--- config.mk ---
export PLATFORM = sky130hd
export DESIGN_NAME = sorted_priority_queue_top
export DESIGN_NICKNAME = d
export VERILOG_FILES = /design/src/rtl/core/spq_pkg.sv /design/src/rtl/core/spq_cell.sv /design/src/rtl/core/sorted_priority_queue_top.sv
export SDC_FILE = /design/constraint.sdc
export NUM_CORES = 2
export LEC_CHECK = 0
export BUFFER_PORTS_ARGS = -buffer_cell sky130_fd_sc_hd__buf_2
export CORE_MARGIN = 1
export CORE_UTILIZATION = 40
export CTS_CLUSTER_SIZE = 10
export DETAILED_ROUTE_END_ITERATION = 10
export PLACE_DENSITY = 0.51
export SYNTH_ARGS = -nofsm -noshare
export SYNTH_HDL_FRONTEND = slang
export SYNTH_SLANG_ARGS = --single-unit
--- constraint.sdc ---
create_clock -name clock -period 22.7 [get_ports clock]
set_input_delay 3.405 -clock clock [delete_from_list [all_inputs] [get_ports clock]]
set_output_delay 3.405 -clock clock [all_outputs]
set_load 0.03 [all_outputs]
--- src/rtl/core/spq_pkg.sv ---
package spq_pkg;

   localparam logic [1:0] OP_INSERT = 2'd0;
   localparam logic [1:0] OP_POP    = 2'd1;
   localparam logic [1:0] OP_REMOVE = 2'd2;

   localparam logic [1:0] ST_OK        = 2'd0;
   localparam logic [1:0] ST_EMPTY     = 2'd1;
   localparam logic [1:0] ST_FULL      = 2'd2;
   localparam logic [1:0] ST_NOT_FOUND = 2'd3;

   typedef struct packed {
      logic [1:0]  op;
      logic [31:0] key;
      logic [31:0] priority_req;
   } req_type;

   typedef struct packed {
      logic [1:0]  status;
      logic [31:0] out_key;
      logic [31:0] out_priority;
      logic [4:0]  count;
   } rsp_type;

   typedef struct packed {
      logic [31:0] key;
      logic [31:0] prio;
   } entry_type;

   typedef struct packed {
      logic        do_insert;
      logic        do_pop;
      logic        do_remove;
      logic [31:0] key;
      logic [31:0] prio;
   } cmd_type;

endpackage

--- src/rtl/core/spq_cell.sv ---
module spq_cell (
   input  logic               clock,
   input  spq_pkg::cmd_type   cmd,
   input  logic               valid_self,
   input  spq_pkg::entry_type left_entry,
   input  logic               left_le,
   input  logic               seen_in,
   input  spq_pkg::entry_type right_entry,
   output spq_pkg::entry_type entry,
   output logic               le_out,
   output logic               seen_out,
   output spq_pkg::entry_type hit_entry
);

   spq_pkg::entry_type entry_ff;
   spq_pkg::entry_type entry_in;
   logic               match;

   assign le_out    = valid_self && (entry_ff.prio <= cmd.prio);
   assign match     = valid_self && (entry_ff.key == cmd.key);
   assign seen_out  = seen_in || match;
   assign hit_entry = (match && !seen_in) ? entry_ff : '0;
   assign entry     = entry_ff;

   always_comb begin
      entry_in = entry_ff;
      if (cmd.do_insert) begin
         if (!le_out) begin
            if (left_le) begin
               entry_in.key  = cmd.key;
               entry_in.prio = cmd.prio;
            end else begin
               entry_in = left_entry;
            end
         end
      end else if (cmd.do_pop) begin
         entry_in = right_entry;
      end else if (cmd.do_remove && seen_out) begin
         entry_in = right_entry;
      end
   end

   always_ff @(posedge clock) begin
      entry_ff <= entry_in;
   end

endmodule

--- src/rtl/core/sorted_priority_queue_top.sv ---
// Sorted priority queue of up to CAPACITY (key, priority) entries.
// The request channel (req_valid, req_stall, req_data) carries one
// operation per beat: insert, pop smallest, or remove by key. Equal
// priorities are served first in, first out.
// The response channel (rsp_valid, rsp_stall, rsp_data) returns exactly
// one beat per request with a status, the popped or removed entry, and
// the entry count after the operation.
// Each entry lives in one cell of a chain; all cells compare against the
// request in parallel and shift toward or away from their neighbors in the
// same cycle. The response is registered and appears in the cycle after the
// request beat, and one request is taken every cycle while the response
// side keeps up.
// Reset empties the queue and drops any pending response.
// When the receiver stalls, the response is held in the output register
// and req_stall is raised until that response is taken.
module sorted_priority_queue_top #(
   parameter int CAPACITY = 16
) (
   input  logic             clock,
   input  logic             reset,
   input  logic             req_valid,
   output logic             req_stall,
   input  spq_pkg::req_type req_data,
   output logic             rsp_valid,
   input  logic             rsp_stall,
   output spq_pkg::rsp_type rsp_data
);

   localparam int CW = $clog2(CAPACITY + 1);

   logic [CW-1:0]      fill_ff;
   logic [CW-1:0]      fill_in;
   logic               rsp_valid_ff;
   logic               rsp_valid_in;
   spq_pkg::rsp_type   rsp_ff;
   spq_pkg::rsp_type   rsp_in;
   spq_pkg::cmd_type   cmd;
   logic               accept;
   logic               full;
   logic               empty;
   logic               found;
   spq_pkg::entry_type hit_sum;

   spq_pkg::entry_type entries [CAPACITY];
   spq_pkg::entry_type hits    [CAPACITY];
   logic [CAPACITY-1:0] le;
   logic [CAPACITY-1:0] seen;
   logic [CAPACITY-1:0] valid;

   assign req_stall = rsp_valid_ff && rsp_stall;
   assign accept    = req_valid && !req_stall;
   assign full      = (fill_ff == CW'(CAPACITY));
   assign empty     = (fill_ff == '0);
   assign found     = seen[CAPACITY-1];

   assign cmd.do_insert = accept && (req_data.op == spq_pkg::OP_INSERT) && !full;
   assign cmd.do_pop    = accept && (req_data.op == spq_pkg::OP_POP) && !empty;
   assign cmd.do_remove = accept && (req_data.op == spq_pkg::OP_REMOVE) && found;
   assign cmd.key       = req_data.key;
   assign cmd.prio      = req_data.priority_req;

   for (genvar i = 0; i < CAPACITY; i++) begin : g_cell
      assign valid[i] = (CW'(i) < fill_ff);
      spq_cell u_cell (
         .clock       (clock),
         .cmd         (cmd),
         .valid_self  (valid[i]),
         .left_entry  ((i == 0) ? entries[0] : entries[(i == 0) ? 0 : i - 1]),
         .left_le     ((i == 0) ? 1'b1 : le[(i == 0) ? 0 : i - 1]),
         .seen_in     ((i == 0) ? 1'b0 : seen[(i == 0) ? 0 : i - 1]),
         .right_entry (entries[(i == CAPACITY - 1) ? i : i + 1]),
         .entry       (entries[i]),
         .le_out      (le[i]),
         .seen_out    (seen[i]),
         .hit_entry   (hits[i])
      );
   end

   always_comb begin
      hit_sum = '0;
      for (int i = 0; i < CAPACITY; i++) begin
         hit_sum = hit_sum | hits[i];
      end
   end

   always_comb begin
      fill_in = fill_ff;
      if (cmd.do_insert) begin
         fill_in = fill_ff + CW'(1);
      end else if (cmd.do_pop || cmd.do_remove) begin
         fill_in = fill_ff - CW'(1);
      end
   end

   always_comb begin
      rsp_in              = rsp_ff;
      rsp_valid_in        = rsp_valid_ff && rsp_stall;
      if (accept) begin
         rsp_valid_in        = 1'b1;
         rsp_in.status       = spq_pkg::ST_OK;
         rsp_in.out_key      = '0;
         rsp_in.out_priority = '0;
         rsp_in.count        = 5'(fill_in);
         case (req_data.op)
            spq_pkg::OP_INSERT: begin
               if (full) begin
                  rsp_in.status = spq_pkg::ST_FULL;
               end
            end
            spq_pkg::OP_POP: begin
               if (empty) begin
                  rsp_in.status = spq_pkg::ST_EMPTY;
               end else begin
                  rsp_in.out_key      = entries[0].key;
                  rsp_in.out_priority = entries[0].prio;
               end
            end
            spq_pkg::OP_REMOVE: begin
               if (found) begin
                  rsp_in.out_key      = hit_sum.key;
                  rsp_in.out_priority = hit_sum.prio;
               end else begin
                  rsp_in.status = spq_pkg::ST_NOT_FOUND;
               end
            end
            default: begin
               rsp_in.status = spq_pkg::ST_OK;
            end
         endcase
      end
   end

   always_ff @(posedge clock) begin
      if (reset) begin
         fill_ff      <= '0;
         rsp_valid_ff <= 1'b0;
      end else begin
         fill_ff      <= fill_in;
         rsp_valid_ff <= rsp_valid_in;
      end
   end

   always_ff @(posedge clock) begin
      rsp_ff <= rsp_in;
   end

   assign rsp_valid = rsp_valid_ff;
   assign rsp_data  = rsp_ff;

endmodule

==> impl_results.rst <==
.. list-table::
   :header-rows: 1

   * - Metric
     - Value
   * - Run status
     - finished clean
   * - Portion of synthesized cell area occupied by the leading cell type
     - 38.8%
   * - Kind of end point of the critical path
     - register
   * - Aggregate global-route resource usage
     - 36.7%
   * - Clock Sink Count
     - 1101
   * - Start point of the critical path
     - req_data[43]
   * - Count of warnings emitted by yosys
     - 0
   * - Clock-pin slew on the worst setup and hold paths
     - 0.06 ns
   * - Highest Clock Rate
     - 116 MHz
   * - Switching portion of total power
     - 31.2%
   * - Pleak
     - 0.0336 uW
   * - Combinational share of power
     - 15.3%
   * - Fillcell total
     - 20400
   * - Final Max Slew Viols
     - 0
   * - Initial detailed-routing violation count
     - 12200
   * - Hold_buf cts
     - 0
   * - Vias
     - 80500
   * - CP max stage delay
     - 1.11 ns
   * - Post-synthesis to final-layout area growth
     - 8.61%
   * - Final cycle utilization of the critical path
     - 37.9%
   * - NetSw
     - 1750 uW
   * - Number of enable flip-flop cells after synthesis
     - 1095
   * - Crit path top cell by count
     - sky130_fd_sc_hd__buf_4
   * - Count of cells along the worst register-to-register path
     - 15
   * - Largest area contributor in the netlist
     - sky130_fd_sc_hd__edfxtp_1
   * - Worst min path class
     - register to register
   * - Cells resized by post-CTS repair
     - 0
   * - Number of rows created at floorplan
     - 168
   * - Final weighted congestion of routability-driven global placement
     - 1.06
   * - Crit path arrival time
     - 9.00 ns
   * - Sequential fraction of the synthesis area
     - 38.9%
   * - Number of nets produced by synthesis
     - 10000
   * - Number of top-level pins
     - 143
   * - Input/output buffers
     - 142
   * - Max-capacitance violation count
     - 0
   * - Nets
     - 9667
   * - Deepest clock path buffer count
     - 3
   * - Clock Root Buffer
     - sky130_fd_sc_hd__clkbuf_16
   * - Slack of the critical path
     - 14.10 ns
   * - Initial Util
     - 40.3%
   * - Pwr/cell area
     - 61.0 nW/um^2
   * - Combined area of all synthesized cells
     - 84700 um^2
   * - Horiz. Die Dim
     - 462 um
   * - Placed instance count
     - 11700
   * - Share of final-layout standard cells stronger than drive strength 1
     - 7.68%
   * - Minimum setup slack after placement
     - 13.51 ns
   * - Worst path top cell family by delay
     - compound AO/OA/AOI/OAI gates
   * - Overflow left after global routing
     - 0
   * - Dominant synthesized flop cell
     - sky130_fd_sc_hd__edfxtp_1
   * - Nature of the critical path startpoint
     - input pin
   * - Routed wire per std cell
     - 33.7 um
   * - Cells along the critical path
     - buf_2 -> buf_4 -> xnor2_1 -> nand2_1 -> nor4_4 -> nand3_2 -> buf_4 -> nand4_4 -> nand4b_4 -> or2_2 -> o31ai_1 -> o21ai_0 -> a21o_4 -> buf_4
   * - Total Die Area
     - 214000 um^2
   * - Final Skew
     - 0.0355 ns
   * - Critical path peak fanout
     - 48
   * - WP depth
     - 14
   * - Fraction of registers with async set or reset after synthesis
     - 0%
   * - Die outline height
     - 462 um
   * - Final Hold Violating Endpoints
     - 0
   * - Antenna Violating Nets Remaining
     - 0
   * - Relative slew slack
     - 4.54%
   * - Final sum of negative setup slack
     - 0 ns
   * - Clock tree from TritonCTS
     - done
   * - Count of unresolved DRC violations after routing
     - 0
   * - Internal power consumption
     - 3860 uW
   * - Post-synth cell types
     - 90
   * - CTS H-tree lvls
     - 4
   * - Setup repair after global routing missed its margin
     - false
   * - First-pass GRT wire length
     - 566 mm
   * - Setup Fix Bufs, Post-CTS
     - 0
   * - Slowest CP cell
     - sky130_fd_sc_hd__o31ai_1
   * - Half-perimeter wire length after detailed placement
     - 284 mm
   * - Sum of routed wire length over all layers
     - 405 mm
   * - DRT Pass-1 Iters
     - 10
   * - Capturing instance or port of the critical path
     - g_cell[0].u_cell.entry[41]
   * - Clock network power share
     - 40.5%
   * - Ranking of synthesized cells by area
     - sky130_fd_sc_hd__edfxtp_1 (39%), sky130_fd_sc_hd__ha_1 (7.7%), sky130_fd_sc_hd__mux2i_1 (5.2%)
   * - Initial antenna violation count
     - 22
   * - Slew @ Worst Pin
     - 1.42 ns
   * - Period minus WS final
     - 8.60 ns
   * - Final non-filler cell total
     - 12000
   * - Capturing point of the worst reg2reg path
     - g_cell[1].u_cell.entry[41]
   * - Largest net degree at the start of global routing
     - 227
   * - Worst-Skew Late Latency
     - 0.86 ns
   * - Register bit count reported by yosys
     - 1101
   * - TritonCTS buffer count
     - 145
   * - Mean instance size in the synthesized netlist
     - 8.96 um^2
   * - Critical path data required time
     - 23.10 ns
   * - Register-to-register path setup slack
     - 15.89 ns
   * - Startpoint of the worst register-to-register path
     - fill_ff[4]
   * - Number of failing setup endpoints in the final timing report
     - 0
   * - Worst Path Buf+Inv
     - 4
   * - Path type of the worst setup path
     - input pin to register
   * - Via count of the first global-routing pass
     - 73900
   * - Sequential share of power
     - 44.2%
   * - Peak ir drop on the vdd network
     - 0.0000776 V
   * - Synthesized instance count
     - 9454
   * - Placeable core region
     - 210000 um^2
   * - Vias per cell
     - 6.70
sequential cells by signal, indices dropped and copies added (netlist names):
register,cells
fill_ff,5
g_cell.u_cell.entry,1024
rsp_data,71
rsp_valid,1
worst min-delay path: stages, from the launching register on:
cell and delay (ns):
sky130_fd_sc_hd__edfxtp_1 0.39, sky130_fd_sc_hd__nand2_1 0.06, sky130_fd_sc_hd__o21ai_0 0.06
power by group through the flow:
stage                     clock network (uW)  logic, uW  registers [uW]
after floorplan                            0        528            2470
after global placement                     0        822            2510
after detailed placement                   0        836            2510
after CTS                               2290        838            2470
after global routing                    2340        915            2480
final                                   2270        861            2480
metal layers:
metal | vias up | track usage [%] | wire (um)
met2 | 5262 | 54.9 | 175000
met3 | 663 | 11.6 | 51700
met4 | 6 | 12.1 | 13400
met1 | 39700 | 50.0 | 165000
met5 | - | 0.113 | 50
li1 | 34800 | - | -
metrics by stage:
step           util (%)  power (uW)  area (um^2)  hold slack, ns
2_1_floorplan         -        3000        84700           0.550
3_3_place_gp       41.7        3340        87600           0.572
3_5_place_dp       41.7        3350        87600           0.592
4_1_cts            43.8        5600        92000           0.604
5_1_grt            43.8        5740        92000           0.629
6_report           43.8        5610        92000           0.613
cells in the final DEF, fill, tap and decap left out, types with 142 or more instances in the layout:
master and n:
sky130_fd_sc_hd__edfxtp_1 1095, sky130_fd_sc_hd__buf_2 142, sky130_fd_sc_hd__nand2_1 917, sky130_fd_sc_hd__o21ai_0 679
sky130_fd_sc_hd__nand4_1 271, sky130_fd_sc_hd__xnor2_1 243, sky130_fd_sc_hd__xor2_1 278, sky130_fd_sc_hd__buf_4 193
sky130_fd_sc_hd__nor3_1 790, sky130_fd_sc_hd__ha_1 520, sky130_fd_sc_hd__a21oi_1 524, sky130_fd_sc_hd__clkbuf_16 148
sky130_fd_sc_hd__a211oi_1 355, sky130_fd_sc_hd__nor2_1 864, sky130_fd_sc_hd__mux2i_1 443, sky130_fd_sc_hd__nand3_1 175
cells by family after synthesis:
family | Yosys count | synth area share, %
and+or+nand+nor | 3427 | 19.0
xor gates and xnor gates | 521 | 5.39
DFF | 1101 | 38.9
buffers and inverters | 951 | 4.66
AOI/OAI and AO/OA | 2426 | 18.2
muxes | 508 | 6.10
adders and majority gates | 520 | 7.68
cell type report:
type | instances | area [um^2] | share of cell area [%]
multi-input cells | 7402 | 48500 | 52.7
flip-flops and latches | 1101 | 33000 | 35.9
clock buffers | 195 | 3940 | 4.28
well taps | 2805 | 3510 | 3.81
repair buffers | 341 | 2280 | 2.48
clock inverters | 57 | 454 | 0.494
inverters | 86 | 323 | 0.351
diodes | 17 | 42.5 | 0.0462
cell usage after synthesis, types with 25 or more instances:
cell                       number
sky130_fd_sc_hd__edfxtp_1    1095
sky130_fd_sc_hd__nand2_1      928
sky130_fd_sc_hd__nor2_1       865
sky130_fd_sc_hd__nor3_1       792
sky130_fd_sc_hd__o21ai_0      681
sky130_fd_sc_hd__clkbuf_1     670
sky130_fd_sc_hd__a21oi_1      534
sky130_fd_sc_hd__ha_1         520
sky130_fd_sc_hd__mux2i_1      443
sky130_fd_sc_hd__a211oi_1     356
sky130_fd_sc_hd__xor2_1       278
sky130_fd_sc_hd__nand4_1      271
sky130_fd_sc_hd__xnor2_1      243
sky130_fd_sc_hd__nand3_1      181
sky130_fd_sc_hd__a22oi_1      128
sky130_fd_sc_hd__a22o_1       127
sky130_fd_sc_hd__a21o_1       123
sky130_fd_sc_hd__nor4_1       110
sky130_fd_sc_hd__a31oi_1      107
sky130_fd_sc_hd__inv_1         86
sky130_fd_sc_hd__buf_1         83
sky130_fd_sc_hd__and3_1        82
sky130_fd_sc_hd__buf_2         65
sky130_fd_sc_hd__mux2_2        65
sky130_fd_sc_hd__o22ai_1       65
sky130_fd_sc_hd__a222oi_1      64
sky130_fd_sc_hd__nor2b_1       50
sky130_fd_sc_hd__o21a_1        47
sky130_fd_sc_hd__a221oi_1      38
sky130_fd_sc_hd__a211o_1       36
sky130_fd_sc_hd__a32oi_1       33
sky130_fd_sc_hd__o211ai_1      33
sky130_fd_sc_hd__buf_6         28
sky130_fd_sc_hd__nand2b_1      25
how the worst min path moves through the flow:
stage,from,slack [ns],depth (start not counted),endpoint
4_1_cts,g_cell[15].u_cell.entry[27],0.60,2,g_cell[14].u_cell.entry[27]
3_3_place_gp,g_cell[15].u_cell.entry[31],0.57,2,g_cell[14].u_cell.entry[31]
2_1_floorplan,g_cell[15].u_cell.entry[10],0.55,2,g_cell[14].u_cell.entry[10]
3_5_place_dp,g_cell[15].u_cell.entry[27],0.59,2,g_cell[14].u_cell.entry[27]
5_1_grt,g_cell[15].u_cell.entry[47],0.63,2,g_cell[14].u_cell.entry[47]
6_report,g_cell[15].u_cell.entry[55],0.61,2,g_cell[14].u_cell.entry[55]
No activity file was read; power rests on OpenSTA's default activity.
